[src/hdl/assert_macros.svh]
// Assertion macros shared by the altitude block.
`ifndef ASSERT_MACROS_SVH
`define ASSERT_MACROS_SVH

// Antecedent implies consequent in the same cycle.
`define ECA_ASSERT_IMP(label, clk, rst, ante, cons, msg) \
  label: assert property (@(posedge clk) disable iff (rst) (ante) |-> (cons)) \
    else $error(msg);

// Antecedent implies consequent a fixed number of cycles later.
`define ECA_ASSERT_DELAY(label, clk, rst, ante, n, cons, msg) \
  label: assert property (@(posedge clk) disable iff (rst) (ante) |-> ##n (cons)) \
    else $error(msg);

`endif

[src/hdl/eca_pkg.sv]
// Shared types, constants and tables for the ellipsoid altitude pipeline.
package eca_pkg;

  // CORDIC depth and the derived stage index width.
  localparam int CORDIC_STAGES = 32;
  localparam int CS_W = (CORDIC_STAGES > 1) ? $clog2(CORDIC_STAGES) : 1;

  // Square root cells work on a 64-bit radicand, two bits per cell.
  localparam int SQRT_CELLS = 32;
  localparam int SQ_W = 5;

  // Restoring divider: one quotient bit per cell, quotient as wide as the radius.
  localparam int RE_W = 30;
  localparam int DIV_CELLS = RE_W;
  localparam int DV_W = 5;

  // Angles are Q2.30 radians held with headroom for differences.
  localparam int ANG_W = 34;
  localparam logic signed [ANG_W-1:0] HALF_PI_Q30 = 34'sd1686629713;
  localparam logic signed [63:0] INV_GAIN_Q30 = 64'sd652032874;

  // Configuration register indexes.
  typedef enum logic [1:0] {
    REG_RADIUS = 2'd0,
    REG_RATIO  = 2'd1,
    REG_WINDOW = 2'd2
  } cfg_reg_t;

  // CORDIC cell operating mode and position in the chain.
  typedef enum logic {
    CM_VECTOR = 1'b0,
    CM_ROTATE = 1'b1
  } cordic_mode_t;

  typedef struct packed {
    cordic_mode_t    mode;
    logic [CS_W-1:0] stage;
  } cordic_ctl_t;

  // Side data that travels with each request down the pipeline.
  typedef struct packed {
    logic signed [31:0]      z;
    logic [32:0]             r;
    logic                    rxy_zero;
    logic signed [ANG_W-1:0] lat;
    logic                    pole;
    logic [31:0]             acl;
    logic                    dd_zero;
    logic                    over;
    logic [RE_W-1:0]         d;
    logic [RE_W-1:0]         ex;
    logic                    mu_zero;
  } tag_t;

  // Arctangent of 2^-i in Q2.30 radians; zero beyond the table.
  function automatic logic signed [ANG_W-1:0] atan_q30(input int i);
    logic signed [ANG_W-1:0] v;
    case (i)
      0:  v = 34'sd843314856;
      1:  v = 34'sd497837829;
      2:  v = 34'sd263043836;
      3:  v = 34'sd133525158;
      4:  v = 34'sd67021686;
      5:  v = 34'sd33543515;
      6:  v = 34'sd16775850;
      7:  v = 34'sd8388437;
      8:  v = 34'sd4194282;
      9:  v = 34'sd2097149;
      10: v = 34'sd1048575;
      11: v = 34'sd524287;
      12: v = 34'sd262143;
      13: v = 34'sd131071;
      14: v = 34'sd65535;
      15: v = 34'sd32767;
      16: v = 34'sd16383;
      17: v = 34'sd8191;
      18: v = 34'sd4095;
      19: v = 34'sd2047;
      20: v = 34'sd1023;
      21: v = 34'sd511;
      22: v = 34'sd255;
      23: v = 34'sd127;
      24: v = 34'sd63;
      25: v = 34'sd31;
      26: v = 34'sd15;
      27: v = 34'sd8;
      28: v = 34'sd4;
      29: v = 34'sd2;
      30: v = 34'sd1;
      default: v = '0;
    endcase
    return v;
  endfunction

endpackage

[src/hdl/eca_div_cell.sv]
// One registered step of a restoring divider producing one quotient bit.
module eca_div_cell import eca_pkg::*; (
  input  logic                 clk,
  input  logic [DV_W-1:0]      stage,
  input  logic [63:0]          rem_in,
  input  logic [32:0]          den_in,
  input  logic [DIV_CELLS-1:0] q_in,
  output logic [63:0]          rem_out,
  output logic [32:0]          den_out,
  output logic [DIV_CELLS-1:0] q_out
);

  logic [DV_W-1:0] sh;
  logic [63:0]     trial;
  logic            take;

  // The divisor is aligned to the quotient bit this cell decides.
  assign sh    = DV_W'(DIV_CELLS - 1) - stage;
  assign trial = {31'd0, den_in} << sh;
  assign take  = rem_in >= trial;

  always_ff @(posedge clk) begin
    rem_out <= take ? rem_in - trial : rem_in;
    den_out <= den_in;
    q_out   <= {q_in[DIV_CELLS-2:0], take};
  end

endmodule

[config.mk]
export PLATFORM = sky130hd
export DESIGN_NAME = eca_div_cell
export DESIGN_NICKNAME = d
export VERILOG_FILES = /design/src/hdl/assert_macros.svh /design/src/hdl/eca_pkg.sv /design/src/hdl/eca_div_cell.sv
export SDC_FILE = /design/constraint.sdc
export NUM_CORES = 1
export LEC_CHECK = 0
export ABC_AREA = 1
export BUFFER_PORTS_ARGS = -buffer_cell sky130_fd_sc_hd__buf_4
export CORE_MARGIN = 2
export CORE_UTILIZATION = 26
export DETAILED_ROUTE_END_ITERATION = 8
export PLACE_DENSITY = 0.41
export SYNTH_ARGS = -nofsm -noshare
export SYNTH_HDL_FRONTEND = slang
export SYNTH_SLANG_ARGS = --single-unit
[constraint.sdc]
create_clock -name clk -period 5.7 [get_ports clk]
set_clock_uncertainty 0.2 [all_clocks]
set_input_delay 0.57 -clock clk [delete_from_list [all_inputs] [get_ports clk]]
set_output_delay 0.57 -clock clk [all_outputs]
set_load 0.05 [all_outputs]
Word level (Yosys, flattened, before mapping)
Index checks and enable logic that the tools add are counted.
- register bits after elaboration: 127
- bits of input ports: 133
- output and inout bits: 127
- logic and storage cells: 8
- add/sub/neg operators: 2
- order comparisons: 1
- shift-type cells: 1
- mux-type cells: 1
- operators by type and width (kind ; number):
    $ge A64 B64 Y1 ; 1
    $mux W64 ; 1
    $shl A33 B5 Y64 ; 1
    $sub A64 B64 Y64 ; 1
    $sub A5 B5 Y5 const A ; 1

Logic depth before layout (Yosys ltp)
- word-level depth: 4
- mapped depth: 30
- mapped depth without buffers: 27

Worst setup path after synthesis
OpenSTA, ideal clock, no wires.
- path kind: input port to flip-flop
- start point: input port stage[1]
- end point: register rem_out[48]
- library setup time: 0.113 ns
- data arrival time: 3.399 ns
- data required time: 5.387 ns
- slack: 1.988 ns
- stages: 22
- path buffers: 4
- cell sequence: ha_1 buf_2 clkinv_1 clkbuf_1 nand2_1 nand2_1 nand2_1 o21ai_0 or2_2 ha_1 nand2_2 inv_1 a21oi_1 o21ai_1 nand2_1 nand2_1 nor2_1 nand2_4 buf_8 buf_12 nand3_2 nand2_1
- word-level cells in the longest chain between the ends: 4
- elaborated cells between the ends (all ways): 5
- those cells by class: add/sub: 2; order compare: 1; shift: 1; mux: 1
- ends and longest elaborated chain (item ; RTL line ; RTL):
    start: declaration ; eca_div_cell.sv:4 ; input logic [DV_W-1:0] stage,
    $sub A5 B5 Y5 (*) ; eca_div_cell.sv:18 ; assign sh = DV_W'(DIV_CELLS - 1) - stage;
    $shl A33 B5 Y64 (*) ; eca_div_cell.sv:19 ; assign trial = {31'd0, den_in} << sh;
    $sub A64 B64 Y64 / $ge A64 B64 Y1 (equally long branches) ; eca_div_cell.sv:23, eca_div_cell.sv:20 ;
    $mux W64 (*) ; eca_div_cell.sv:23 ; rem_out <= take ? rem_in - trial : rem_in;
    end signal: assignment ; eca_div_cell.sv:23 ;
    end: declaration ; eca_div_cell.sv:8 ; output logic [63:0] rem_out,
Every way passes the cells marked *; elsewhere a longest branch is shown, timed or not.

Final worst setup path
- start point: input port den_in[2]
- end point: register rem_out[52]
- word-level cells in the longest chain between the ends: 3
- elaborated cells between the ends (all ways): 4
- those cells by class: add/sub: 1; order compare: 1; shift: 1; mux: 1
- ends and longest elaborated chain (item ; RTL line ; RTL):
    start: declaration ; eca_div_cell.sv:6 ; input logic [32:0] den_in,
    $shl A33 B5 Y64 (*) ; eca_div_cell.sv:19 ;
    $sub A64 B64 Y64 / $ge A64 B64 Y1 (equally long branches) ; eca_div_cell.sv:23, eca_div_cell.sv:20 ;
    $mux W64 (*) ; eca_div_cell.sv:23 ;
Marks and branches as above.

==> metrics.txt <==
DP Wirelength 43230 um; Worst-path clk slew 0.07 ns; initial antenna violation count 0; Vias between 10000 and 15000; Avg WL per Cell 16.63 um; Synth cell types 39; vias per cell approximately 4.4; final-stage net count 2621; GRT overflow 0; Post-CTS Resized 0; area of the core approximately 0.044 mm2; Seq cells post-synth about 130; CP Data Required Time about 5.9 ns; first drt pass iteration count 6; min-delay src rem_in[14]; peak supply drop about 270 uV; Synth Area per Inst around 5.4 um2; Post-route DRC 0; synthesized cell area between 0.01 and 0.015 mm2; vias in the first global route between 10000 and 15000; proportion of netlist area held by the largest area contributor 0.3207; Syn Inst Count about 2100; TritonCTS Sinks about 130; largest net degree at the start of global routing 50; DR iter-0 viols 785; top fanout value on the critical path between 40 and 50; Die Wd 214.6 um; Design Area, Final approximately 0.015 mm2; Finish-stage setup viols 0; most frequent cells in the layout nand2_1, inv_1, buf_4; CP Capture Type flip-flop; final wirelength between 50000 and 60000 um; largest area contributor in the synthesized netlist nand2_1; die area about 0.046 mm2; PD cells about 330 mW/mm2; setup TNS 0 ns; worst-case clock buffer depth 2; Seq/Total Area, Yosys 0.2205; Finished Core Util 0.3481; Final ANT Viol Nets 0; LEAKAGE between 8 and 9 nW; Synth async-reset ratio 0; Post-synth EDFFs 0; IO Port Bufs about 260; Placement Cell Area about 0.014 mm2; Period Utilization, post-route 0.8220; syn nets 2318; synth top area cells nand2_1, dfxtp_1, inv_1; Boundary Pins 260; yosys warns 0; depth of the CTS H-tree 4; n_diodes 0; Hold Fails Final Rpt 0; launch point of the worst path den_in[2]; ratio of cells with drive above 1 in the final layout 0.1524; min cycle time layout 4.685 ns; postcts setup bufs 0; area added between synthesis and finish 32.91%; Hold Slack approximately 0.092 ns; Final Wtd Congestion between 0.9 and 1; CTS buffer count 17; reported max-cap violation count 0; first-pass GRT wire length between 70000 and 80000 um; row count 77; Die Span Y around 210 um; CTS tree built; Starting Density 0.2619; CP startpoint kind input pin; Max Freq approximately 0.21 GHz; Slew Viols, Final 0; ys flop type dfxtp_1; Max-slew headroom 0.5536; Tot GR Track Use 0.2205; Setup CP Type input pin to flip-flop; Arr. time, crit path between 4 and 5 ns; outcome finished, final reports clean; hold crit path type input pin to flip-flop; most common cell after layout, fill and taps aside nand2_1; Hold-fix buffers, CTS 62; Tightest Pin Transition about 0.67 ns; clk root buf clkbuf_16; RSZ-0062 raised after global routing no
[synthesized netlist by cell type (7+ instances only)]
library cell,number
nand4_1,20
or2_2,13
xor2_1,31
nand2_1,985
nand2_2,10
dfxtp_1,127
ha_1,65
nand3_2,11
o21ai_0,93
buf_2,16
nor2_2,7
nor2_1,137
inv_2,11
nor3_1,8
nand3_1,101
o21ai_1,12
a31oi_1,7
a21oi_1,40
clkbuf_1,25
inv_1,352
[cell type report]
cell class | count | area [um2]
Clock buffer | 17 | 425.4
Clock inverter | 15 | 191.4
Fill cell | 5040 | 28700
Inverter | 366 | 1376
Multi-Input combinational cell | 1573 | 7338
Sequential cell | 127 | 2542
Tap cell | 592 | 740.7
Timing Repair Buffer | 337 | 2710
[per-layer routing]
metal  GRT usage  wire, um  vias up
met4     0.07384      1294        0
met1      0.2986     23940     5932
met5           0         0        -
met3     0.04383      3022       48
met2      0.3491     22080      363
li1            -         -     7017
[final timing paths]
kind                  end  slack [ns]  cells past startpoint
max   rem_out[52]$_DFF_P_        1.01                     22
min   rem_out[14]$_DFF_P_        0.09                      3
[through the flow]
stage | power, W | setup WS, ns | instances
2_1_floorplan | 0.002939 | 1.988 | 2119
3_3_place_gp | 0.003854 | 0.6846 | 2933
3_5_place_dp | 0.003853 | 0.6783 | 2933
4_1_cts | 0.005091 | 1.109 | 3027
5_1_grt | 0.005384 | 0.7505 | 3027
6_report | 0.005029 | 1.015 | 3027
[report_power, final]
group | total (W) | switching [W] | internal [W]
Clock | 0.00116 | 0.000499 | 0.000665
Sequential | 0.00110 | 0.0000461 | 0.00106
Combinational | 0.00276 | 0.00194 | 0.000822
[flip-flops by register name, indices dropped and copies added, names as in the netlist]
name and count:
den_out 33, rem_out 64, q_out 30
[cell families (layout without fill, tap and decap cells)]
| kind of cell | count (synthesis) | count (layout) | share of synthesized area |
|---|---|---|---|
| AOI/OAI and AO/OA | 158 | 158 | 0.07086 |
| xor gates and xnor gates | 33 | 33 | 0.02507 |
| adders and majority gates | 66 | 66 | 0.07227 |
| buffers and inverters | 419 | 735 | 0.1443 |
| DFF | 127 | 127 | 0.2205 |
| muxes | 6 | 6 | 0.005209 |
| and+or+nand+nor | 1310 | 1310 | 0.4617 |
[worst max-delay path, cell delays in order]
cell           delay, ns
dlygate4sd3_1       0.54
buf_4               0.14
or2_2               0.26
o21ai_0             0.12
o21ai_0             0.17
nand2_1             0.08
o21ai_0             0.19
o21ai_1             0.19
inv_1               0.09
o21ai_1             0.37
ha_1                0.26
nand2_1             0.16
nor2_2              0.25
nand2_2             0.11
nor2_4              0.14
nand4_1             0.11
nand3_2             0.11
nand2_2             0.06
nand2_4             0.08
buf_4               0.48
nand3_1             0.28
nand2_1             0.11
No activity file was read; power rests on OpenSTA's default activity.
