`src/hdl/assert_macros.svh`:
```
// Assertion macros shared by the altitude block.
`ifndef ASSERT_MACROS_SVH
`define ASSERT_MACROS_SVH

// Antecedent implies consequent in the same cycle.
`define ECA_ASSERT_IMP(label, clk, rst, ante, cons, msg) \
  label: assert property (@(posedge clk) disable iff (rst) (ante) |-> (cons)) \
    else $error(msg);

// Antecedent implies consequent a fixed number of cycles later.
`define ECA_ASSERT_DELAY(label, clk, rst, ante, n, cons, msg) \
  label: assert property (@(posedge clk) disable iff (rst) (ante) |-> ##n (cons)) \
    else $error(msg);

`endif

```
`src/hdl/eca_pkg.sv`:
```
// Shared types, constants and tables for the ellipsoid altitude pipeline.
package eca_pkg;

  // CORDIC depth and the derived stage index width.
  localparam int CORDIC_STAGES = 32;
  localparam int CS_W = (CORDIC_STAGES > 1) ? $clog2(CORDIC_STAGES) : 1;

  // Square root cells work on a 64-bit radicand, two bits per cell.
  localparam int SQRT_CELLS = 32;
  localparam int SQ_W = 5;

  // Restoring divider: one quotient bit per cell, quotient as wide as the radius.
  localparam int RE_W = 30;
  localparam int DIV_CELLS = RE_W;
  localparam int DV_W = 5;

  // Angles are Q2.30 radians held with headroom for differences.
  localparam int ANG_W = 34;
  localparam logic signed [ANG_W-1:0] HALF_PI_Q30 = 34'sd1686629713;
  localparam logic signed [63:0] INV_GAIN_Q30 = 64'sd652032874;

  // Configuration register indexes.
  typedef enum logic [1:0] {
    REG_RADIUS = 2'd0,
    REG_RATIO  = 2'd1,
    REG_WINDOW = 2'd2
  } cfg_reg_t;

  // CORDIC cell operating mode and position in the chain.
  typedef enum logic {
    CM_VECTOR = 1'b0,
    CM_ROTATE = 1'b1
  } cordic_mode_t;

  typedef struct packed {
    cordic_mode_t    mode;
    logic [CS_W-1:0] stage;
  } cordic_ctl_t;

  // Side data that travels with each request down the pipeline.
  typedef struct packed {
    logic signed [31:0]      z;
    logic [32:0]             r;
    logic                    rxy_zero;
    logic signed [ANG_W-1:0] lat;
    logic                    pole;
    logic [31:0]             acl;
    logic                    dd_zero;
    logic                    over;
    logic [RE_W-1:0]         d;
    logic [RE_W-1:0]         ex;
    logic                    mu_zero;
  } tag_t;

  // Arctangent of 2^-i in Q2.30 radians; zero beyond the table.
  function automatic logic signed [ANG_W-1:0] atan_q30(input int i);
    logic signed [ANG_W-1:0] v;
    case (i)
      0:  v = 34'sd843314856;
      1:  v = 34'sd497837829;
      2:  v = 34'sd263043836;
      3:  v = 34'sd133525158;
      4:  v = 34'sd67021686;
      5:  v = 34'sd33543515;
      6:  v = 34'sd16775850;
      7:  v = 34'sd8388437;
      8:  v = 34'sd4194282;
      9:  v = 34'sd2097149;
      10: v = 34'sd1048575;
      11: v = 34'sd524287;
      12: v = 34'sd262143;
      13: v = 34'sd131071;
      14: v = 34'sd65535;
      15: v = 34'sd32767;
      16: v = 34'sd16383;
      17: v = 34'sd8191;
      18: v = 34'sd4095;
      19: v = 34'sd2047;
      20: v = 34'sd1023;
      21: v = 34'sd511;
      22: v = 34'sd255;
      23: v = 34'sd127;
      24: v = 34'sd63;
      25: v = 34'sd31;
      26: v = 34'sd15;
      27: v = 34'sd8;
      28: v = 34'sd4;
      29: v = 34'sd2;
      30: v = 34'sd1;
      default: v = '0;
    endcase
    return v;
  endfunction

endpackage

```
`src/hdl/eca_sqrt_cell.sv`:
```
// One registered step of a bit-pair integer square root.
module eca_sqrt_cell import eca_pkg::*; (
  input  logic            clk,
  input  logic [SQ_W-1:0] stage,
  input  logic [63:0]     rem_in,
  input  logic [63:0]     root_in,
  output logic [63:0]     rem_out,
  output logic [63:0]     root_out
);

  logic [6:0]  sh;
  logic [63:0] bitv;
  logic [63:0] trial;
  logic        take;

  // Trial subtraction of the current bit pair.
  assign sh    = 7'd62 - {1'b0, stage, 1'b0};
  assign bitv  = 64'd1 << sh;
  assign trial = root_in + bitv;
  assign take  = rem_in >= trial;

  always_ff @(posedge clk) begin
    if (take) begin
      rem_out  <= rem_in - trial;
      root_out <= (root_in >> 1) + bitv;
    end else begin
      rem_out  <= rem_in;
      root_out <= root_in >> 1;
    end
  end

endmodule

```
`config.mk`:
```
export PLATFORM = sky130hd
export DESIGN_NAME = eca_sqrt_cell
export DESIGN_NICKNAME = d
export VERILOG_FILES = /design/src/hdl/assert_macros.svh /design/src/hdl/eca_pkg.sv /design/src/hdl/eca_sqrt_cell.sv
export SDC_FILE = /design/constraint.sdc
export NUM_CORES = 1
export LEC_CHECK = 0
export BUFFER_PORTS_ARGS = -buffer_cell sky130_fd_sc_hd__buf_2
export CAP_MARGIN = 20
export CORE_UTILIZATION = 57
export DETAILED_ROUTE_END_ITERATION = 6
export GPL_TIMING_DRIVEN = 0
export PLACE_DENSITY_LB_ADDON = 0.05
export RECOVER_POWER = 25
export SYNTH_ARGS = -nofsm -noshare
export SYNTH_HDL_FRONTEND = slang
export SYNTH_SLANG_ARGS = --single-unit
```
`constraint.sdc`:
```
create_clock -name clk -period 7.6 [get_ports clk]
set_input_delay 1.52 -clock clk [delete_from_list [all_inputs] [get_ports clk]]
set_output_delay 1.52 -clock clk [all_outputs]
set_load 0.005 [all_outputs]
```
* Word-level counts from Yosys, hierarchy flattened
Cells that the tools add are included.
** Cells by class
- Multiplexer cells :: 2
- Order comparisons :: 1
- Shift-type cells :: 1
- Add/sub/neg operators :: 4
** Operators with widths (count)
- adder 63 x 64 -> 64 bit :: 1
- adder 64 bit :: 1
- greater-or-equal comparator 64 bit :: 1
- 2-to-1 mux 64 bit :: 1
- left shift 1 x 7 -> 64 bit (first input constant) :: 1
- subtractor 64 bit :: 1
- 2-to-1 mux 63 bit :: 1
- subtractor 6 x 6 -> 7 bit (first input constant) :: 1
** Storage, ports and cells
- Input bits :: 134
- Output and inout port bits :: 128
- Word-level logic and storage cells :: 11
- Register bits :: 128

* Logic depth before layout (Yosys ltp)
- Depth in word-level cells :: 5
- Depth in mapped cells :: 30
- Mapped depth without buffers :: 25

* Worst setup path after synthesis
OpenSTA, ideal clock, no wires.
- Path kind :: input port to flip-flop
- Start :: input port stage[0]
- End :: register rem_out[20]
- Stages on the path :: 26
- Slack :: 0.751 ns
- Buffers on the path :: 4
- Data required time :: 7.479 ns
- Arrival time :: 6.728 ns
- Cells stage by stage :: or2_2 > clkbuf_1 > nor2_1 > ha_1 > a31oi_1 > nor2_1 > maj3_1 > a31oi_1 > o21ai_1 > a222oi_1 > nand2_1 > a31oi_1 > o21bai_1 > xnor2_1 > ha_1 > clkbuf_1 > a21o_1 > a21o_1 > a21o_1 > a21o_1 > a211oi_1 > o21ai_0 > a211oi_2 > buf_2 > buf_2 > mux2_2
** Between the ends
- Word-level cells in the longest chain between the ends :: 5
- Elaborated cells between the ends (all ways) :: 6
** RTL lines
- start, declared :: line eca_sqrt_cell.sv:4 : input logic [SQ_W-1:0] stage,
- subtractor 6 x 6 -> 7 bit * :: line eca_sqrt_cell.sv:17 : assign sh = 7'd62 - {1'b0, stage, 1'b0};
- left shift 1 x 7 -> 64 bit * :: line eca_sqrt_cell.sv:18 : assign bitv = 64'd1 << sh;
- adder 64 bit * :: line eca_sqrt_cell.sv:19 : assign trial = root_in + bitv;
- subtractor 64 bit / greater-or-equal comparator 64 bit (equally long branches) :: line eca_sqrt_cell.sv:24, eca_sqrt_cell.sv:20
- 2-to-1 mux 64 bit * :: line eca_sqrt_cell.sv:23 : if (take) begin
- end signal, assigned :: line eca_sqrt_cell.sv:24 : rem_out <= rem_in - trial;
- end signal, assigned :: line eca_sqrt_cell.sv:27 : rem_out <= rem_in;
- end, declared :: line eca_sqrt_cell.sv:7 : output logic [63:0] rem_out,
Every way passes the cells marked *; elsewhere a longest branch is shown, timed or not.
A chain may end at the register's enable or synchronous reset.

* Worst setup path in the final report
- Start :: input port stage[0]
- End :: register root_out[32]
** Between the ends
- Word-level cells in the longest chain between the ends :: 5
- Elaborated cells between the ends (all ways) :: 6
** RTL lines
- subtractor 6 x 6 -> 7 bit * :: line eca_sqrt_cell.sv:17
- left shift 1 x 7 -> 64 bit * :: line eca_sqrt_cell.sv:18
- adder 64 bit :: line eca_sqrt_cell.sv:19
- greater-or-equal comparator 64 bit :: line eca_sqrt_cell.sv:20 : assign take = rem_in >= trial;
- 2-to-1 mux 63 bit * :: line eca_sqrt_cell.sv:23
- end signal, assigned :: line eca_sqrt_cell.sv:25 : root_out <= (root_in >> 1) + bitv;
- end signal, assigned :: line eca_sqrt_cell.sv:28 : root_out <= root_in >> 1;
- end, declared :: line eca_sqrt_cell.sv:8 : output logic [63:0] root_out
Marks and branches as above.

==> impl_metrics.yaml <==
synth:
  synth_area_per_cell_um2: 7.48
  ys_ff_latch: 128
  synth_top_flop_cell: "dfxtp_1"
  synth.cell_area_um2: 13000
  synth_warnings: 0
  ys_seq_area_share_pct: 19.8
  syn-num-nets: 1994
  synth_edf_count: 0
  yosys-top-cells-area: "dfxtp_1 20%, ha_1 12%, xor2_1 6.3%, nand2_1 6.1%, o21ai_0 5.8%"
  synth_cells: 1733
  synth_cell_types: 91
  ys_async_sr_fraction_pct: 0
  synth_top_area_share_pct: 19.8
  synth_largest_area_cell: "dfxtp_1"
cts:
  cts_buffer_depth: 2
  cts_tree: "yes"
  path_clk_slew_ns: 0.06
  cts_buffers: 17
  ctsRootBufferMaster: "clkbuf_16"
  h-tree-depth: 4
  cts_hold_buf: 0
  clock-sinks: 128
critical_path:
  cp-end-kind: "flop"
  cp_max_fo: 10
  crit_required_ns: 7.92
  cp-start-kind: "input port"
  critical_path_class: "in -> reg"
  crit_arrival_ns: 7.60
sta:
  drv_slew: 0
  worst_pin_slew_ns: 0.654
  worst_slack_ns: 0.327
  max_freq_mhz: 137
  final_hold_viol_count: 0
  grt_setup_unrepaired: "false"
  fin_crit_sh_pct: 95.7
  tns_ns: 0
  min_period_ns: 7.27
  setup_violations: 0
  relSlewSlack_pct: 56.0
drt:
  ant_nets: 0
  drt-pass1-iter-count: 6
  drc: 0
  vias: 14326
  wl_per_cell_um: 19.3
  via_per_inst: 6.22
  drtIter0Drc: 1393
  wirelength_um: 44300
die:
  dieArea_um2: 23400
  die_height_um: 153
  rows: 54
  die_x_um: 153
  coreArea_um2: 22100
  io-pin-count: 262
  start_util_pct: 58.7
pwr:
  leakagePower_nw: 6.81
  vdd_drop_max_mv: 0.143
  p_per_area_nw_per_um2: 176
grt:
  grt_max_degree: 17
  grt_use_total_pct: 37.1
  grt-ovfl-total: 0
  grt_pass1_vias: 12855
  antenna_found_initial: 1
  grt_pass1_wl_um: 68700
cells_and_area:
  nNetsFinal: 2269
  syn_to_final_growth_pct: 18.4
  nFillCells: 1910
  final_layout_size_suffix_gt1_share_pct: 18.7
placed_design:
  place_ws_ns: -1.23
  io_buffers: 256
  dp_hpwl_um: 35000
  gp_congestion: 0.977
hold_path:
  hold_class: "in -> reg"
flow_run:
  maxCapViolCount: 0
run_status:
  outcome: "completed"
layout make-up:
cell class | count | area [um2] | share of cell area [%]
antenna | 1 | 2.50 | 0.0163
buffer | 73 | 400 | 2.61
clock buffer | 20 | 447 | 2.91
clock inverter | 12 | 208 | 1.35
inverter | 33 | 124 | 0.807
multi-input combinational | 1497 | 9980 | 65.0
sequential | 128 | 2560 | 16.7
tap | 280 | 350 | 2.28
timing repair buffer | 258 | 1280 | 8.34
cells in the final DEF, fill, tap and decap left out, types with 25 or more instances in the layout:
| master | count |
|---|---|
| dfxtp_1 | 128 |
| a31oi_1 | 58 |
| xnor2_1 | 83 |
| nor3_1 | 29 |
| nand4_1 | 41 |
| o21ai_0 | 151 |
| a21oi_1 | 117 |
| a21o_1 | 54 |
| o21bai_1 | 30 |
| nand3_1 | 42 |
| nor2_1 | 145 |
| clkbuf_1 | 55 |
| ha_1 | 126 |
| nor2b_1 | 25 |
| nand2_1 | 211 |
| inv_1 | 33 |
| buf_2 | 255 |
| xor2_1 | 94 |
cell families (layout without fill, tap and decap cells):
| logic type | after synthesis | after routing | synth area share, % |
|---|---|---|---|
| AOI/OAI and AO/OA | 551 | 551 | 27.5 |
| xor gates and xnor gates | 178 | 178 | 12.0 |
| adders and majority gates | 129 | 129 | 12.5 |
| buffers and inverters | 108 | 396 | 3.64 |
| DFF | 128 | 128 | 19.8 |
| muxes | 20 | 20 | 1.68 |
| other | 0 | 1 | 0 |
| and+or+nand+nor | 619 | 619 | 22.9 |
cells in the mapped netlist (all sizes together), types with 41 or more instances:
| master | instances |
|---|---|
| nand2 | 211 |
| o21ai | 160 |
| nor2 | 148 |
| dfxtp | 128 |
| ha | 126 |
| a21oi | 120 |
| xor2 | 94 |
| xnor2 | 84 |
| a31oi | 63 |
| a21o | 54 |
| clkbuf | 44 |
| nand3 | 43 |
| nand4 | 41 |
sequential cells by signal (all words and copies together), names as in the netlist:
name      cells
rem_out      64
root_out     64
path summary, 6_finish.rpt:
check             cells after the start  slack [ns]       start      endpoint
setup / recovery                     26        0.33    stage[0]  root_out[32]
hold / removal                        3        1.29  rem_in[53]   rem_out[53]
timing repair:
item / in CTS / in global routing
resized for setup: 10 / 23
cloned: 0 / 0
endpoints found under the setup margin: 128 / 128
pin swaps: 2 / 2
buffers inserted: 2 / 0
layer usage:
| metal | routed length [um] | share of wire (%) | up-vias | global-route usage [%] |
|---|---|---|---|---|
| li1 | - | - | 6881 | - |
| met1 | 20300 | 46 | 6531 | 54.5 |
| met2 | 18500 | 42 | 821 | 56.2 |
| met3 | 4410 | 10 | 93 | 4.51 |
| met4 | 1140 | 2.6 | 0 | 11.8 |
| met5 | 0 | 0 | - | 0 |
per-stage QoR:
step	cell area, um2	hold WS [ns]	cells	power [W]	utilization (%)
finish	15400	1.29	2302	0.00270	69.5
global placement	14600	1.74	2269	0.00171	66.1
global route	15400	1.31	2302	0.00281	69.5
floorplan	13000	1.62	1733	0.00138	-
CTS	15300	1.29	2303	0.00267	69.2
detailed placement	14600	1.74	2269	0.00172	66.1
report_power, final:
part	switching [W]	internal, W	total (W)	leakage, nW
Combinational	0.000573	0.000377	0.000951	5.42
Clock	0.000359	0.000594	0.000953	0.307
Sequential	0.0000238	0.000773	0.000797	1.08
Total	0.000957	0.00174	0.00270	6.81
worst max-delay path, cell delays in order:
cell and delay (ns):
buf_2 0.14, or2_2 0.41, nor2_2 0.19, ha_1 0.31
a31oi_2 0.22, nor2_1 0.06, maj3_1 0.34, a31oi_2 0.23
o21ai_2 0.12, a222oi_1 0.40, nand2_1 0.19, a31oi_2 0.31
o21bai_1 0.15, xnor2_2 0.20, ha_1 0.26, clkbuf_1 0.18
a21o_1 0.21, a21o_1 0.17, a21o_1 0.21, a21o_1 0.19
a211oi_1 0.21, o21ai_0 0.17, a211oi_2 0.29, buf_6 0.20
clkbuf_4 0.33, mux2_2 0.38
Power figures use the tool's default switching activity.
