$ cat src/hdl/assert_macros.svh
// Assertion macros shared by the altitude block.
`ifndef ASSERT_MACROS_SVH
`define ASSERT_MACROS_SVH

// Antecedent implies consequent in the same cycle.
`define ECA_ASSERT_IMP(label, clk, rst, ante, cons, msg) \
  label: assert property (@(posedge clk) disable iff (rst) (ante) |-> (cons)) \
    else $error(msg);

// Antecedent implies consequent a fixed number of cycles later.
`define ECA_ASSERT_DELAY(label, clk, rst, ante, n, cons, msg) \
  label: assert property (@(posedge clk) disable iff (rst) (ante) |-> ##n (cons)) \
    else $error(msg);

`endif

$ cat src/hdl/eca_pkg.sv
// Shared types, constants and tables for the ellipsoid altitude pipeline.
package eca_pkg;

  // CORDIC depth and the derived stage index width.
  localparam int CORDIC_STAGES = 32;
  localparam int CS_W = (CORDIC_STAGES > 1) ? $clog2(CORDIC_STAGES) : 1;

  // Square root cells work on a 64-bit radicand, two bits per cell.
  localparam int SQRT_CELLS = 32;
  localparam int SQ_W = 5;

  // Restoring divider: one quotient bit per cell, quotient as wide as the radius.
  localparam int RE_W = 30;
  localparam int DIV_CELLS = RE_W;
  localparam int DV_W = 5;

  // Angles are Q2.30 radians held with headroom for differences.
  localparam int ANG_W = 34;
  localparam logic signed [ANG_W-1:0] HALF_PI_Q30 = 34'sd1686629713;
  localparam logic signed [63:0] INV_GAIN_Q30 = 64'sd652032874;

  // Configuration register indexes.
  typedef enum logic [1:0] {
    REG_RADIUS = 2'd0,
    REG_RATIO  = 2'd1,
    REG_WINDOW = 2'd2
  } cfg_reg_t;

  // CORDIC cell operating mode and position in the chain.
  typedef enum logic {
    CM_VECTOR = 1'b0,
    CM_ROTATE = 1'b1
  } cordic_mode_t;

  typedef struct packed {
    cordic_mode_t    mode;
    logic [CS_W-1:0] stage;
  } cordic_ctl_t;

  // Side data that travels with each request down the pipeline.
  typedef struct packed {
    logic signed [31:0]      z;
    logic [32:0]             r;
    logic                    rxy_zero;
    logic signed [ANG_W-1:0] lat;
    logic                    pole;
    logic [31:0]             acl;
    logic                    dd_zero;
    logic                    over;
    logic [RE_W-1:0]         d;
    logic [RE_W-1:0]         ex;
    logic                    mu_zero;
  } tag_t;

  // Arctangent of 2^-i in Q2.30 radians; zero beyond the table.
  function automatic logic signed [ANG_W-1:0] atan_q30(input int i);
    logic signed [ANG_W-1:0] v;
    case (i)
      0:  v = 34'sd843314856;
      1:  v = 34'sd497837829;
      2:  v = 34'sd263043836;
      3:  v = 34'sd133525158;
      4:  v = 34'sd67021686;
      5:  v = 34'sd33543515;
      6:  v = 34'sd16775850;
      7:  v = 34'sd8388437;
      8:  v = 34'sd4194282;
      9:  v = 34'sd2097149;
      10: v = 34'sd1048575;
      11: v = 34'sd524287;
      12: v = 34'sd262143;
      13: v = 34'sd131071;
      14: v = 34'sd65535;
      15: v = 34'sd32767;
      16: v = 34'sd16383;
      17: v = 34'sd8191;
      18: v = 34'sd4095;
      19: v = 34'sd2047;
      20: v = 34'sd1023;
      21: v = 34'sd511;
      22: v = 34'sd255;
      23: v = 34'sd127;
      24: v = 34'sd63;
      25: v = 34'sd31;
      26: v = 34'sd15;
      27: v = 34'sd8;
      28: v = 34'sd4;
      29: v = 34'sd2;
      30: v = 34'sd1;
      default: v = '0;
    endcase
    return v;
  endfunction

endpackage

$ cat src/hdl/eca_cordic_cell.sv
// One registered CORDIC micro-rotation, vectoring or rotating.
module eca_cordic_cell import eca_pkg::*; (
  input  logic                    clk,
  input  cordic_ctl_t             ctl,
  input  logic signed [63:0]      x_in,
  input  logic signed [63:0]      y_in,
  input  logic signed [ANG_W-1:0] z_in,
  output logic signed [63:0]      x_out,
  output logic signed [63:0]      y_out,
  output logic signed [ANG_W-1:0] z_out
);

  logic signed [63:0]      dx;
  logic signed [63:0]      dy;
  logic signed [ANG_W-1:0] da;
  logic                    up;

  // Floor shifts and the angle step for this position.
  assign dx = y_in >>> ctl.stage;
  assign dy = x_in >>> ctl.stage;
  assign da = atan_q30(int'(ctl.stage));

  // Vectoring steers on the sign of y, rotation on the residual angle.
  assign up = (ctl.mode == CM_VECTOR) ? y_in[63] : !z_in[ANG_W-1];

  always_ff @(posedge clk) begin
    if (up) begin
      x_out <= x_in - dx;
      y_out <= y_in + dy;
      z_out <= z_in - da;
    end else begin
      x_out <= x_in + dx;
      y_out <= y_in - dy;
      z_out <= z_in + da;
    end
  end

endmodule
$ cat config.mk
export PLATFORM = sky130hd
export DESIGN_NAME = eca_cordic_cell
export DESIGN_NICKNAME = d
export VERILOG_FILES = /design/src/hdl/assert_macros.svh /design/src/hdl/eca_pkg.sv /design/src/hdl/eca_cordic_cell.sv
export SDC_FILE = /design/constraint.sdc
export NUM_CORES = 1
export LEC_CHECK = 0
export BUFFER_PORTS_ARGS = -buffer_cell sky130_fd_sc_hd__buf_2
export CORE_MARGIN = 5
export CORE_UTILIZATION = 40
export DETAILED_ROUTE_END_ITERATION = 12
export PLACE_DENSITY = 0.61
export SLEW_MARGIN = 0
export SYNTH_ARGS = -nofsm -noshare
export SYNTH_HDL_FRONTEND = slang
export SYNTH_SLANG_ARGS = --single-unit
$ cat constraint.sdc
create_clock -name clk -period 15.6 [get_ports clk]
set_input_delay 0.78 -clock clk [delete_from_list [all_inputs] [get_ports clk]]
set_output_delay 0.78 -clock clk [all_outputs]
set_load 0.005 [all_outputs]
After elaboration in Yosys (flattened, before gate mapping). Memories as Yosys holds them, arrays and structs flattened. Cells that the tools add are included.

Flip-flop bits (word level): 162. ROM bits: 960. Input bits: 169. Output and inout port bits: 162. Word-level logic and storage cells: 17. Memories: 1.

$add $sub $neg: 6. Shift-type cells: 2. Muxes and demuxes: 4. Reductions and logical operators: 1.

Memories: (name not given) (words 32, bits a word 30, read ports 1, clocked after Yosys merged registers in 0, write ports 0, line eca_pkg.sv:58) `case (i)`.

Operators by type and width (count): 64-bit adder (2); 64-bit two-way mux (2); 64-bit by 5-bit >>> shifter with 64-bit output (2); 64-bit subtractor (2); 34-bit adder (1); 34-bit two-way mux (1); 34-bit subtractor (1); 1-bit logical NOT (1); 1-bit two-way mux (1).

Logic depth before layout (Yosys ltp). Gate-level depths: netlist (run 1).

Depth in word-level cells: 3. Mapped depth: 31. Mapped depth without buffers: 25.

Worst setup path before layout (run 1). No wires, ideal clock.

Kind: input port to flip-flop. Start point: input port ctl[3] (netlist bit). End point: register x_out[63]. Setup time: 0.122 ns. Arrival: 6.552 ns. Required time: 15.478 ns. Path slack: 8.925 ns. Cell stages on the path: 27. Path buffers: 3. Cell sequence: buf_2 -> buf_2 -> buf_1 -> mux2i_1 -> nor3_1 -> a2111oi_0 -> nand4_1 -> inv_1 -> ha_1 -> nand3_1 -> or3_1 -> nand4b_4 -> or2_2 -> o21ai_0 -> xor2_1 -> ha_1 -> and2_1 -> a221o_1 -> a221o_1 -> or3_1 -> o22a_1 -> a221oi_1 -> a21o_1 -> nand3_1 -> o211ai_1 -> o21ai_0 -> xnor2_1.

Word-level cells in the longest chain between the ends: 3. Elaborated cells between the ends (all ways): 4. Classes of those cells: 2 x add/sub; 1 x shift; 1 x mux.

Ends and longest elaborated chain: start: declaration (line eca_cordic_cell.sv:4) `input cordic_ctl_t ctl,`; 64-bit by 5-bit >>> shifter with 64-bit output * (line eca_cordic_cell.sv:19) `assign dx = y_in >>> ctl.stage;`; 64-bit adder or 64-bit subtractor (tied branches) (line eca_cordic_cell.sv:32, eca_cordic_cell.sv:28); 64-bit two-way mux * (line eca_cordic_cell.sv:27) `if (up) begin`; end signal: assignment (line eca_cordic_cell.sv:28) `x_out <= x_in - dx;`; end signal: assignment (line eca_cordic_cell.sv:32) `x_out <= x_in + dx;`; end: declaration (line eca_cordic_cell.sv:8) `output logic signed [63:0] x_out,`.

Mark *: on every way between the ends. The rest lies on a longest branch, timed or not.

Worst setup path after layout (run 1).
Start point: input port ctl[2] (netlist bit). End point: register x_out[61].

The elaborated chain is that of the path after synthesis.

==> results of run 1 <==
[Yosys cell counts (23+ instances only)]
cell	number	area share
a211oi_1	32	0.0091
a21o_1	95	0.027
a21oi_1	245	0.047
a31oi_1	39	0.0093
and2_1	24	0.0057
and3_1	28	0.0066
buf_1	24	0.0034
buf_2	57	0.011
clkbuf_1	77	0.011
dfxtp_1	162	0.12
ha_1	181	0.086
inv_1	62	0.0088
mux2_2	68	0.029
mux2i_1	154	0.059
mux4_2	179	0.15
nand2_1	320	0.046
nand2b_1	35	0.0083
nand3_1	67	0.013
nand4_1	44	0.010
nor2_1	220	0.031
nor2b_1	39	0.0093
nor3_1	63	0.012
o211ai_1	23	0.0066
o21a_1	30	0.0085
o21ai_0	178	0.034
o22ai_1	38	0.0090
xnor2_1	182	0.061
xor2_1	115	0.038
[routing by layer]
layer	wire [µm]	part of all wire
met1	43700	0.40
met2	48600	0.44
met3	12400	0.11
met4	5390	0.049
met5	12	0.00011
[through the flow]
stage / cells / worst slack [ns]
floorplan: 3158 / 8.93
global placement: 4195 / 6.52
detailed placement: 4195 / 6.47
CTS: 4227 / 7.02
global route: 4232 / 6.34
finish: 4232 / 6.69
[cell type report]
class,instances,share of cell area
clock inverters,15,0.00586
inverters,66,0.00867
repair buffers,364,0.0667
diodes,5,0.000431
well taps,864,0.0373
clock buffers,17,0.0147
flip-flops and latches,162,0.112
multi-input cells,2739,0.755
[flip-flops by register name (all words and copies together) (netlist names)]
| name | count |
|---|---|
| x_out | 64 |
| y_out | 64 |
| z_out | 34 |
[worst max-delay path by stage]
stage | startpoint | endpoint | cells past startpoint
after floorplan | ctl[3] | x_out[63]$_DFF_P_ | 27
after global placement | ctl[2] | y_out[62]$_DFF_P_ | 25
after detailed placement | ctl[2] | y_out[62]$_DFF_P_ | 25
after CTS | ctl[2] | y_out[62]$_DFF_P_ | 25
after global routing | ctl[0] | x_out[61]$_DFF_P_ | 25
final | ctl[2] | x_out[61]$_DFF_P_ | 25
[power groups by stage]
stage	logic [µW]	registers [µW]	clock network (µW)
floorplan	1200	713	0
global placement	1880	683	0
detailed placement	1870	685	0
CTS	1880	679	465
global route	2070	698	476
finish	1910	674	446
[logic make-up after synthesis]
kind of cell,Yosys count
XOR/XNOR,297
buffers and inverters,257
AO/OA/AOI/OAI,915
AND/OR/NAND/NOR,941
flip-flops,162
adder cells (fa/ha/maj),184
multiplexers,402
[placed cells by master, fill, tap and decap left out, types with 13 or more instances in the layout]
cell | Yosys | layout
inv_1 | 62 | 61
nor3_1 | 63 | 62
nand3_1 | 67 | 67
o21ai_0 | 178 | 178
mux2_2 | 68 | 68
a31oi_1 | 39 | 38
a21oi_1 | 245 | 245
a22oi_1 | 20 | 20
buf_4 | 14 | 36
buf_2 | 57 | 325
nand2_1 | 320 | 320
nand2b_1 | 35 | 35
o211ai_1 | 23 | 23
a21boi_0 | 13 | 13
nor4_1 | 14 | 14
or2_2 | 13 | 13
xnor2_1 | 182 | 182
nand4_1 | 44 | 44
or3_1 | 18 | 18
dfxtp_1 | 162 | 162
o22ai_1 | 38 | 38
ha_1 | 181 | 181
a21o_1 | 95 | 95
and2_1 | 24 | 24
clkbuf_16 | 0 | 17
mux4_2 | 179 | 179
mux2i_1 | 154 | 152
o21bai_1 | 20 | 20
nor2b_1 | 39 | 37
o21a_1 | 30 | 30
a211oi_1 | 32 | 32
xor2_1 | 115 | 115
nor2_1 | 220 | 220
o31ai_1 | 18 | 18
o221ai_1 | 18 | 18
and3_1 | 28 | 28
[worst max-delay path, delay by kind of cell]
kind | cells | cell delay, ns
mux | 2 | 1.15
buf+inv | 4 | 1.79
compound gates | 9 | 2.21
xor+xnor | 2 | 0.52
fa+ha+maj | 1 | 0.38
simple gates | 7 | 2.37
==> flow_summary.ini, run 1 <==
[timing]
hold_slack_ns = 0.537
worst_pin_slew_ns = 1.32
hold_viol_final = 0
finalCriticalPeriod_ns = 8.91
rsz0062_at_grt = no
relSlewSlack = 0.117
finalCritPeriodShare = 0.571
finalSetupTns_ns = 0
setup_violations = 0
fmax_mhz = 112
drv_slew = 0

[detailed_routing]
vias_per_cell = 6.54
ant_nets = 0
vias = 27700
wirelength_um = 110000
first_iter_violations = 3884
first_pass_iters = 6
wl_per_cell_um = 26.0
drc = 0

[floorplanning]
core_area_um2 = 65500
ios = 331
die_area_um2 = 71100
rows = 94
die_h_um = 267
die_x_um = 267
initial_core_util = 0.402

[grt]
grt_pass1_vias = 26000
grt_overflow_total = 0
grt_max_degree = 68
grt-busiest-layer = met2
grtUsageMet2 = 0.452
grt_util_all_layers = 0.294
grt_pass1_wl_um = 162000
use_met3 = 0.0702
met1_usage = 0.393
antenna_found_initial = 6

[power]
p_total_uw = 3030
pwr-share-clk = 0.147
pwr-share-comb = 0.630
cellPowerDensity_nw_per_um2 = 104
intPower_uw = 1640
p_sw_frac = 0.458
p_sw_uw = 1390
vdd_ir_drop_max_uv = 84.5
seqPwrFrac = 0.223
leakagePower_uw = 0.0121

[logic_synthesis]
yosys.area_share.simple = 0.174
ys_seq_elements = 162
ys_async_sr_fraction = 0
synth_compound_area_frac = 0.227
synthAdderAreaFrac = 0.0882
synth-edff-count = 0
synth_nets = 3511
syn_area_per_cell_um2 = 8.34
synth-main-ff-cell = dfxtp_1
synthXorXnorAreaFrac = 0.0987
synth.mux.area_fraction = 0.241
syn_inst = 3158
synth-seq-area-share = 0.123
synthesis.area_um2 = 26300
yosysWarnings = 0
ys_types = 106
synth_top_family_by_area = multiplexers

[layout]
multi_input_area_um2 = 21900
seqCellArea_um2 = 3240
syn_to_final_growth_pct = 10.1
layout-drive-gt1-share = 0.210
nNetsFinal = 3703
final_cell_area_um2 = 29000
fillers = 6682
fin_util = 0.443

[clock_network]
clock-sinks = 162
postCtsResizedCells = 0
cts_tree = yes
cts_buffers = 17
cts.reportedPaths.clkPinSlew_ns = 0.07
post_cts_buffers = 0
clk_path_buf_depth = 2
root_buffer = clkbuf_16
htree_levels = 4
postCtsHoldBufs = 0

[setup_path]
worstPathArrival_ns = 9.29
cp-start-kind = input port
endpoint_kind = flip-flop
cp_slowest_stage_delay_ns = 0.71
path_max_fanout = 53
worst_path_max_delay_cell = nor3_1
worstSetupPathType = in2reg
required_ns = 15.98

[placed_design]
gp_congestion = 1.03
placed_area_um2 = 28400
io_buffers = 330
hpwlAfterDp_um = 85500

[worst_hold_path]
min_from = y_in[0]
hold-path-cell-count = 2
hp-class = in2reg
min_delay_worst_endpoint = y_out[0]$_DFF_P_

[status]
outcome = completed

[job]
cap_violations = 0
Power figures use the tool's default switching activity.
==> run 2, diff against run 1 <==
==> constraint.sdc (replaced) <==
create_clock -name clk -period 9 [get_ports clk]
set_input_delay 0.45 -clock clk [delete_from_list [all_inputs] [get_ports clk]]
set_output_delay 0.45 -clock clk [all_outputs]
set_load 0.005 [all_outputs]
==> run 2 against run 1 <==
  * First-iteration DRC count is 2.5% lower
  * Non-clock buffer count grew 18
  * Sequential cell count unchanged
  * Sequential power increased by 74%
  * Die area stayed put
  * Worst hold slack got worse by 0.32 ns
  * Design area grew 0.71%
  * Utilization grew 0.31 points
  * Highest routed layer is now met4
  * Global-route usage increased by 0.84 points
  * Final cell count increased by 0.47%
  * Wire length grew 2.7%
  * Critical path type unchanged
==> flow_summary.ini, run 2 (synthesized netlist as in run 1, its figures left out) <==
[floorplanning]
die_x_um = 267
die_area_um2 = 71100
rows = 94
ios = 331
die_h_um = 267
initial_core_util = 0.402
core_area_um2 = 65500

[grt]
grt_pass1_vias = 26300
antenna_found_initial = 8
grt_util_all_layers = 0.302
grt_max_degree = 89
grt_overflow_total = 0
grt_pass1_wl_um = 166000

[setup_path]
worst-path-buf-inv = 1
required_ns = 9.40
worst_path_max_delay_cell = nor3_1
path_max_fanout = 83
cp_slowest_stage_delay_ns = 0.95
cp-start-kind = input port
endpoint_kind = flip-flop
worstPathArrival_ns = 8.27
worstSetupPathType = in2reg
crit_chain = buf_6 > mux4_2 > mux2i_1 > o221ai_1 > a211oi_1 > nand3_1 > or4b_1 > nor3_1 > a31oi_1 > xor2_1 > ha_1 > a21o_1 > a221o_1 > a221o_1 > or3_1 > o22a_1 > a221oi_1 > a21o_1 > nand3_1 > o211ai_1 > o21ai_0 > xnor2_1
cp_top_family = compound AO/OA/AOI/OAI gates

[power]
cellPowerDensity_nw_per_um2 = 182
p_sw_frac = 0.454
p_sw_uw = 2410
intPower_uw = 2910
pwr-share-comb = 0.626
pwr-share-clk = 0.155
vdd_ir_drop_max_uv = 142
leakagePower_uw = 0.0122
seqPwrFrac = 0.220

[timing]
worst_pin_slew_ns = 1.41
setup_violations = 0
relSlewSlack = 0.0565
fmax_mhz = 127
finalCriticalPeriod_ns = 7.87
drv_slew = 0
rsz0062_at_grt = no
setup_slack_ns = 1.13
finalCritPeriodShare = 0.875
hold_viol_final = 0
finalSetupTns_ns = 0

[detailed_routing]
wl_per_cell_um = 26.6
first_iter_violations = 3787
vias = 27800
first_pass_iters = 7
vias_per_cell = 6.55
drc = 0
wirelength_um = 113000
ant_nets = 0

[job]
cap_violations = 0

[status]
outcome = completed

[worst_hold_path]
hp-class = in2reg

[clock_network]
root_buffer = clkbuf_16
cts_buffers = 17
post_cts_buffers = 0
clock-sinks = 162
cts_tree = yes
postCtsResizedCells = 0
postCtsHoldBufs = 0
htree_levels = 4
cts.reportedPaths.clkPinSlew_ns = 0.08
clk_path_buf_depth = 2

[placed_design]
gp_congestion = 1.06
hpwlAfterDp_um = 88100
dp_slack_ns = 0.922
dp_cells = 4213
io_buffers = 330

[layout]
finalNonFillerCells = 4252
syn_to_final_growth_pct = 10.9
final_common_cell = buf_2
layout-drive-gt1-share = 0.214
largest_registers = x_out x64, y_out x64, z_out x34
mostFrequentLayoutCells = buf_2, nand2_1, a21oi_1
nNetsFinal = 3721
fin_util = 0.446
==> run 2: power by group through the flow <==
stage               clock (µW)  combinational, µW  sequential [µW]
finish                     823               3330             1170
global route               876               3600             1210
CTS                        853               3280             1180
detailed placement           0               3260             1190
global placement             0               3280             1180
floorplan                    0               2080             1240
==> run 2: final timing paths <==
| check | slack, ns | depth (start not counted) | to | start |
|---|---|---|---|---|
| worst max-delay path | 1.13 | 22 | x_out[63]$_DFF_P_ | ctl[2] |
| worst min-delay path | 0.21 | 2 | y_out[0]$_DFF_P_ | y_in[0] |
==> run 2: per-layer routing <==
layer,share of wire,vias to the layer above,track usage
li1,-,12400,-
met1,0.39,13300,0.394
met2,0.44,1770,0.474
met3,0.11,342,0.0778
met4,0.050,0,0.133
met5,0,-,0
==> run 2: metrics by stage <==
step	total power [µW]	hold WS, ns	instance area [µm²]
final	5320	0.214	29200
after global routing	5680	0.207	29200
after CTS	5310	0.192	29200
after detailed placement	4450	0.735	28600
after global placement	4470	0.732	28600
after floorplan	3310	0.580	26300
==> run 2: area by class of cell <==
cell class / count / area [µm²]
Clock inverter: 14 / 195
Sequential cell: 162 / 3240
Antenna cell: 8 / 20.0
Timing Repair Buffer: 382 / 2110
Inverter: 66 / 251
Tap cell: 864 / 1080
Fill cell: 6657 / 36300
Clock buffer: 17 / 425
Multi-Input combinational cell: 2739 / 21900
